[src/rtl/ors_pkg.sv]
`default_nettype none

package ors_pkg;

    // action codes
    localparam logic [1:0] ACT_FIRST = 2'd0;
    localparam logic [1:0] ACT_NEXT  = 2'd1;
    localparam logic [1:0] ACT_BIT   = 2'd2;

    // status codes
    localparam logic [2:0] ST_BIT     = 3'd0;
    localparam logic [2:0] ST_CMD     = 3'd1;
    localparam logic [2:0] ST_FOUND   = 3'd2;
    localparam logic [2:0] ST_END     = 3'd3;
    localparam logic [2:0] ST_IGNORED = 3'd4;

    localparam logic [6:0] LAST_BIT     = 7'd64;
    localparam logic [6:0] FAMILY_LIMIT = 7'd9;
    localparam logic [7:0] CRC_POLY     = 8'h8C;

    typedef struct packed {
        logic [1:0] action;
        logic       presence;
        logic       id_bit;
        logic       complement_bit;
    } in_t;

    typedef struct packed {
        logic [2:0]  status;
        logic        direction_bit;
        logic [63:0] rom_id;
        logic [3:0]  family_discrepancy;
    } out_t;

    typedef struct packed {
        logic [63:0] rom_bits;
        logic [6:0]  last_disc;
        logic [3:0]  family_disc;
        logic        last_device;
        logic        searching;
        logic [6:0]  bit_pos;
        logic [6:0]  zero_mark;
        logic [7:0]  crc;
    } state_t;

endpackage

`default_nettype wire

[src/rtl/ors_decide.sv]
`default_nettype none

module ors_decide (
    input  ors_pkg::state_t cur,
    input  ors_pkg::in_t    item,
    output ors_pkg::state_t nxt,
    output ors_pkg::out_t   res
);

    logic [5:0] idx;
    logic       dir;
    logic       fb;
    logic [7:0] crc_n;

    assign idx = 6'(cur.bit_pos - 7'd1);

    always_comb begin
        nxt   = cur;
        res   = '0;
        res.status = ors_pkg::ST_IGNORED;
        dir   = 1'b0;
        fb    = 1'b0;
        crc_n = cur.crc;
        unique case (item.action) inside
            ors_pkg::ACT_FIRST, ors_pkg::ACT_NEXT: begin
                if (item.action == ors_pkg::ACT_FIRST) begin
                    nxt.last_disc   = '0;
                    nxt.last_device = 1'b0;
                    nxt.family_disc = '0;
                end
                nxt.bit_pos   = 7'd1;
                nxt.zero_mark = '0;
                nxt.crc       = '0;
                nxt.searching = 1'b0;
                if (nxt.last_device || !item.presence) begin
                    nxt.last_disc   = '0;
                    nxt.family_disc = '0;
                    nxt.last_device = 1'b0;
                    res.status      = ors_pkg::ST_END;
                end else begin
                    nxt.searching = 1'b1;
                    res.status    = ors_pkg::ST_CMD;
                end
            end
            ors_pkg::ACT_BIT: begin
                if (cur.searching) begin
                    if (item.id_bit && item.complement_bit) begin
                        // nobody on the bus answered
                        nxt.last_disc   = '0;
                        nxt.family_disc = '0;
                        nxt.last_device = 1'b0;
                        nxt.searching   = 1'b0;
                        res.status      = ors_pkg::ST_END;
                    end else begin
                        if (item.id_bit != item.complement_bit) begin
                            dir = item.id_bit;
                        end else begin
                            // discrepancy: follow last pass below the mark, take 1 at it, 0 above it
                            if (cur.bit_pos < cur.last_disc) begin
                                dir = cur.rom_bits[idx];
                            end else begin
                                dir = (cur.bit_pos == cur.last_disc);
                            end
                            if (!dir) begin
                                nxt.zero_mark = cur.bit_pos;
                                if (cur.bit_pos < ors_pkg::FAMILY_LIMIT) begin
                                    nxt.family_disc = cur.bit_pos[3:0];
                                end
                            end
                        end
                        nxt.rom_bits[idx] = dir;
                        // bit-serial crc-8, lsb first
                        fb    = cur.crc[0] ^ dir;
                        crc_n = {1'b0, cur.crc[7:1]} ^ (fb ? ors_pkg::CRC_POLY : 8'h00);
                        nxt.crc     = crc_n;
                        nxt.bit_pos = 7'(cur.bit_pos + 7'd1);
                        res.direction_bit = dir;
                        if (cur.bit_pos != ors_pkg::LAST_BIT) begin
                            res.status = ors_pkg::ST_BIT;
                        end else begin
                            nxt.searching = 1'b0;
                            if (crc_n == 8'h00 && nxt.rom_bits[7:0] != 8'h00) begin
                                nxt.last_disc = nxt.zero_mark;
                                if (nxt.zero_mark == 7'd0) begin
                                    nxt.last_device = 1'b1;
                                end
                                res.status = ors_pkg::ST_FOUND;
                            end else begin
                                nxt.last_disc   = '0;
                                nxt.family_disc = '0;
                                nxt.last_device = 1'b0;
                                res.status      = ors_pkg::ST_END;
                            end
                        end
                    end
                end
            end
            default: begin
            end
        endcase
        res.rom_id             = nxt.rom_bits;
        res.family_discrepancy = nxt.family_disc;
    end

endmodule

`default_nettype wire

[src/rtl/onewire_rom_search_engine.sv]
// an accepted input beat gives its result beat on m_ in the next cycle
// throughput: one item per cycle, held back only while a result waits on m_ready
// search state and result register update together at the input beat
// reset (aresetn low, synchronous): search state cleared, bit position 1, no result pending
`default_nettype none

module onewire_rom_search_engine (
    input  wire            aclk,
    input  wire            aresetn,
    input  wire            s_valid,
    output logic           s_ready,
    input  ors_pkg::in_t   s_data,
    output logic           m_valid,
    input  wire            m_ready,
    output ors_pkg::out_t  m_data
);

    ors_pkg::state_t state_reg;
    ors_pkg::state_t state_next;
    ors_pkg::out_t   res_reg;
    ors_pkg::out_t   res_next;
    logic            m_valid_reg;
    logic            accept;

    assign s_ready = !m_valid_reg || m_ready;
    assign accept  = s_valid && s_ready;
    assign m_valid = m_valid_reg;
    assign m_data  = res_reg;

    ors_decide u_decide (
        .cur  (state_reg),
        .item (s_data),
        .nxt  (state_next),
        .res  (res_next)
    );

    always_ff @(posedge aclk) begin
        if (!aresetn) begin
            state_reg         <= '0;
            state_reg.bit_pos <= 7'd1;
            m_valid_reg       <= 1'b0;
        end else begin
            if (accept) begin
                state_reg <= state_next;
            end
            if (accept) begin
                m_valid_reg <= 1'b1;
            end else if (m_ready) begin
                m_valid_reg <= 1'b0;
            end
        end
    end

    always_ff @(posedge aclk) begin
        if (accept) begin
            res_reg <= res_next;
        end
    end

endmodule

`default_nettype wire

[config.mk]
export PLATFORM = sky130hd
export DESIGN_NAME = onewire_rom_search_engine
export DESIGN_NICKNAME = d
export VERILOG_FILES = /design/src/rtl/ors_pkg.sv /design/src/rtl/ors_decide.sv /design/src/rtl/onewire_rom_search_engine.sv
export SDC_FILE = /design/constraint.sdc
export NUM_CORES = 1
export LEC_CHECK = 0
export BUFFER_PORTS_ARGS = -buffer_cell sky130_fd_sc_hd__clkbuf_2
export CAP_MARGIN = 20
export CORE_ASPECT_RATIO = 1.25
export CORE_MARGIN = 10
export CORE_UTILIZATION = 60
export CTS_BUF_LIST = sky130_fd_sc_hd__clkbuf_8
export DETAILED_ROUTE_END_ITERATION = 7
export GPL_TIMING_DRIVEN = 0
export PLACE_DENSITY = 0.81
export SLEW_MARGIN = 10
export SYNTH_ARGS = -nofsm -noshare
export SYNTH_HDL_FRONTEND = slang
export SYNTH_SLANG_ARGS = --single-unit
[constraint.sdc]
create_clock -name aclk -period 4.5 [get_ports aclk]
set_clock_uncertainty 0.15 [all_clocks]
set_input_delay 0.9 -clock aclk [delete_from_list [all_inputs] [get_ports aclk]]
set_output_delay 0.9 -clock aclk [all_outputs]
set_load 0.02 [all_outputs]
== Word level (Yosys, flattened, before mapping) ==
Index checks and enable logic that the tools add are counted.
Storage, ports and cells
  input bits: 9
  output and inout bits: 74
  register bits after elaboration: 172
Operators by class
  mux-type cells: 47
  add/sub/neg operators: 2
  equal/unequal tests: 10
  magnitude comparators: 4
  reductions and logical operators: 20
  bitwise gates (word level): 4
Operator list (number)
  two-way mux 64 bit: 2
  two-way mux 99 bit: 1
  case mux 35 bit (2 select lines): 1
  bitwise mux 64 bit: 1
  two-way mux 7 bit: 6
  two-way mux 12 bit: 3
  two-way mux 13 bit: 2
  two-way mux 22 bit: 1
  two-way mux 4 bit: 5
  two-way mux 1 bit: 18
  AND reduction 5 bit: 2
  zero test 8 bit: 1
  two-way mux 8 bit: 1
  nonzero test 8 bit: 1
  bitwise XOR 7 x 8 -> 8 bit: 1
  adder 7 x 1 -> 7 bit (second input constant): 1
  equality test 7 bit: 1
  zero test 7 bit: 1
  less-than comparator 6 x 7 -> 1 bit (second input constant): 1
  less-than comparator 7 x 4 -> 1 bit (second input constant): 1
  less-than comparator 7 bit: 1
  != test 7 bit (second input constant): 1
  binary-select mux 1 bit (select 6 bit): 1
  demux 1 bit (select 6 bit): 1
  other kinds (23): 32

== Depth between registers and ports, before layout ==
  word-level depth: 22
  gate-level depth with buffers: 17

== By module ==
Synthesis repeated with hierarchy kept, for this count alone.
Second synthesis, totals
  cells, all modules: 1093
  area, all modules: 9988.3 um^2
Modules (own cells, without submodules)
  onewire_rom_search_engine: cells each 506, times used 1, area each 6256.0 um^2
  ors_decide: cells each 587, times used 1, area each 3732.3 um^2

== Least setup slack after synthesis ==
No wires, ideal clock.
  path kind: input -> register
  start: input port m_ready
  end: register state_reg[22] (netlist name)
  stages: 6
  data required time: 4.234 ns
  library setup time: 0.116 ns
  path slack: 0.030 ns
  data arrival time: 4.204 ns
  cell sequence: nand2b_1 -> nand2_1 -> clkinv_1 -> clkbuf_1 -> o21ai_0 -> o211a_1
Between the ends
  longest elaborated chain between the ends: 3
RTL lines
  start, declared: line onewire_rom_search_engine.sv:14  | input wire m_ready,
  logical OR 1 bit: line onewire_rom_search_engine.sv:25  | assign s_ready = !m_valid_reg || m_ready;
  logical AND 1 bit: line onewire_rom_search_engine.sv:26  | assign accept = s_valid && s_ready;
  net accept: line onewire_rom_search_engine.sv:23  | logic accept;
  AND reduction 2 bit (no source line)
  end signal, assigned: line onewire_rom_search_engine.sv:44  | state_reg <= state_next;
  end, declared: line onewire_rom_search_engine.sv:18  | ors_pkg::state_t state_reg;
The timed path passes the listed nets, and every way through them passes these cells.
A chain may end at the register's enable or synchronous reset.

== Final worst setup path ==
  start: register state_reg[15] (netlist name)
  end: register state_reg[23] (netlist name)
Between the ends
  longest elaborated chain between the ends: 22
RTL lines
  subtractor 6 x 1 -> 6 bit: line ors_decide.sv:15  | assign idx = 6'(cur.bit_pos - 7'd1);
  binary-select mux 1 bit (select 6 bit): line ors_decide.sv:60  | dir = cur.rom_bits[idx];
  two-way mux 1 bit (implied by the code): line ors_decide.sv:60
  two-way mux 1 bit: line ors_decide.sv:59  | if (cur.bit_pos < cur.last_disc) begin
  two-way mux 1 bit: line ors_decide.sv:55  | if (item.id_bit != item.complement_bit) begin
  two-way mux 1 bit: line ors_decide.sv:47  | if (item.id_bit && item.complement_bit) begin
  two-way mux 1 bit: line ors_decide.sv:46  | if (cur.searching) begin
  two-way mux 1 bit: line ors_decide.sv:24  | unique case (item.action) inside
  [6 not listed]
  bitwise XOR 7 x 8 -> 8 bit: line ors_decide.sv:74  | crc_n = {1'b0, cur.crc[7:1]} ^ (fb ? ors_pkg::CRC_POLY : 8'h00);
  zero test 8 bit: line ors_decide.sv:82  | if (crc_n == 8'h00 && nxt.rom_bits[7:0] != 8'h00) begin
  logical AND 1 bit: line ors_decide.sv:82
  two-way mux 1 bit: line ors_decide.sv:82
  two-way mux 13 bit: line ors_decide.sv:78  | if (cur.bit_pos != ors_pkg::LAST_BIT) begin
  two-way mux 13 bit: line ors_decide.sv:47
  two-way mux 99 bit: line ors_decide.sv:46
  case mux 35 bit (2 select lines): line ors_decide.sv:24
Several ways; a longest one is shown, not always the timed one. The select of a mux whose other input is x is not followed.

==> flow_summary.ini <==
[outcome]
status = finished clean

[cts]
htreeDepth = 4
cts_tree = yes
cts_made_buffers = 17
insertion_delay_ps = 490
ctsRootBufferMaster = clkbuf_8
cts.sinks = 172
clk_path_buf_depth = 2
path_clk_slew_ps = 90

[worst_hold_path]
hp-class = reg2reg

[drt]
drc = 0
drt-initial-drc-count = 1368
vias = 8144
wl_um = 27700
ant_nets = 0
viasPerCell = 6.96
wl_per_cell_um = 23.7
dr.pass1.iters = 7

[final_layout]
utilization_pct = 70.3
nFillCells = 1044
syn_to_final_growth_pct = 14.7
fin_nets = 1002
largest_register_ffs = 99
stdcell_area_um2 = 9750
fin_cells = 1170
diodes = 0
multiInputGateArea_um2 = 4050
drive_above_1_share_pct = 18.8
register_area_um2 = 4160

[flow_run]
maxCapViolCount = 0

[timing]
fmax_mhz = 227
setup_ws_ps = 86.2
finalCriticalPeriod_ps = 4410
setup_viol = 0
slew_violations = 0
tightest_slew_ps = 1170
hold_viol_final = 0
slew_headroom_pct = 21.3
finalCritPeriodShare_pct = 98.1

[pwr]
vdd_drop_max_mv = 0.233
powerDensity_nw_per_um2 = 329
p_leak_nw = 3.58

[yosys]
synth.most_common_cell = a21oi_1
muxShareOfSynthArea_pct = 6.88
synthSimpleGateAreaFrac_pct = 12.9
ys_ff_latch = 172
synth_edf_count = 72
synth_xor_xnor_area_share_pct = 1.10
yosysUniqueCellTypes = 68
synth_nets = 898
yosysTopAreaCellShare_pct = 25.4
synth_common_cells = a21oi_1, dfxtp_1, clkbuf_1
synthTopCellsByArea = edfxtp_1, dfxtp_1, a21oi_1
synth_top_family_by_area = compound AO/OA/AOI/OAI gates
synth-async-reset-ratio_pct = 0
seq_area_frac_synth_pct = 48.9
yosys_warnings = 0
synthAdderAreaFrac_pct = 1.62
synth_compound_area_share_pct = 23.6
synth_ff_type = dfxtp_1
avgSynthCellArea_um2 = 9.69
netlist_instances = 878
synth_largest_area_cell = edfxtp_1
netlist_area_um2 = 8510

[global_route]
overflow = 0
grt_max_degree = 45
grt_pass1_vias = 7835
grt_pass1_wl_um = 42900
grt_usage_pct = 27.8
antenna_found_initial = 0

[placement]
dp.cells = 1135
place.gp.congestion = 1.02
port_buffers = 81
dpl_worst_slack_ps = -1360
dpl_cell_area_um2 = 9160
hpwl_um = 19100

[worst_setup_path]
crit_required_ps = 4790
endpoint_kind = flip-flop
path_class = reg2reg
critPathArrivalTime_ps = 4700
startpoint_type = flip-flop
crit_fanout = 11
r2r_setup_slack_ps = 90

[floorplanning]
start_util_pct = 61.3
rows = 48
fp.coreArea_um2 = 13900
design.die.area_um2 = 19400
fp.dieH_um = 153
die_w_um = 127
io_pins = 83
[critical path, stage by stage (launching register included)]
cell	delay (ps)
dfxtp_1	370
buf_6	180
clkinvlp_4	200
buf_4	240
ha_2	420
buf_4	250
mux4_2	260
mux2i_1	110
a221oi_2	310
nand4_1	240
or2_4	310
mux2_4	330
or2_1	240
clkbuf_2	150
or4_1	510
nand3_1	90
[area by class of cell]
| type | instances | share of cell area (%) |
|---|---|---|
| Buffer | 87 | 3.93 |
| Clock buffer | 17 | 2.40 |
| Timing Repair Buffer | 87 | 4.75 |
| Clock inverter | 15 | 1.74 |
| Tap cell | 175 | 2.24 |
| Inverter | 17 | 0.693 |
| Multi-Input combinational cell | 600 | 41.6 |
| Sequential cell | 172 | 42.7 |
[stage by stage]
stage          total power [W]  hold WS [ps]  setup TNS, ps
2_1_floorplan          0.00195           275              0
3_3_place_gp           0.00206           292        -181380
3_5_place_dp           0.00207           301        -122830
4_1_cts                0.00318           324              0
5_1_grt                0.00330           343          -6.32
6_report               0.00321           322              0
[timing repair]
action | 4_1_cts | 5_1_grt
endpoints found under the setup margin | 156 | 110
pin swaps | 1 | 3
buffers inserted | 1 | 4
hold buffers | 0 | 0
resized for setup | 29 | 25
[report_power, final]
| part | total (W) | switching (W) | leakage [nW] | internal [W] |
|---|---|---|---|---|
| clock network | 0.00114 | 0.000594 | 0.209 | 0.000548 |
| registers | 0.00167 | 0.0000118 | 1.53 | 0.00165 |
| logic | 0.000399 | 0.000289 | 1.84 | 0.000110 |
| total | 0.00321 | 0.000894 | 3.58 | 0.00231 |
[cells in the final DEF (no fill, tap or decap), types with 15 or more instances in the layout]
cell / instances
a21oi_1: 116
a22oi_1: 15
a311oi_1: 43
a31oi_1: 60
clkbuf_1: 59
clkbuf_2: 91
clkbuf_8: 17
dfxtp_1: 100
edfxtp_1: 72
inv_1: 16
mux2i_1: 30
nand2_1: 40
nand3_1: 40
nor2_1: 61
nor3_1: 17
o21ai_0: 21
[metal layers]
| metal | up-vias | track usage, % | wire length, µm |
|---|---|---|---|
| li1 | 3592 | - | - |
| met1 | 3795 | 32.1 | 9900 |
| met2 | 610 | 44.4 | 13300 |
| met3 | 147 | 7.72 | 2830 |
| met4 | 0 | 17.3 | 1610 |
| met5 | - | 0 | 0 |
[logic make-up after synthesis]
logic type / after synthesis
AO/OA/AOI/OAI: 311
multiplexers: 45
adder cells (fa/ha/maj): 11
buffers and inverters: 106
flip-flops: 172
XOR/XNOR: 9
AND/OR/NAND/NOR: 224
[final timing paths]
path,from,to,cells past startpoint
worst max register to register,state_reg[15]$_SDFFE_PN1P_,state_reg[23]$_SDFFE_PN0P_,15
worst min register to register,state_reg[27]$_SDFFE_PN0P_,state_reg[27]$_SDFFE_PN0P_,1
worst max-delay path,state_reg[15]$_SDFFE_PN1P_,state_reg[23]$_SDFFE_PN0P_,15
worst min-delay path,state_reg[27]$_SDFFE_PN0P_,state_reg[27]$_SDFFE_PN0P_,1
No activity file was read; power rests on OpenSTA's default activity.
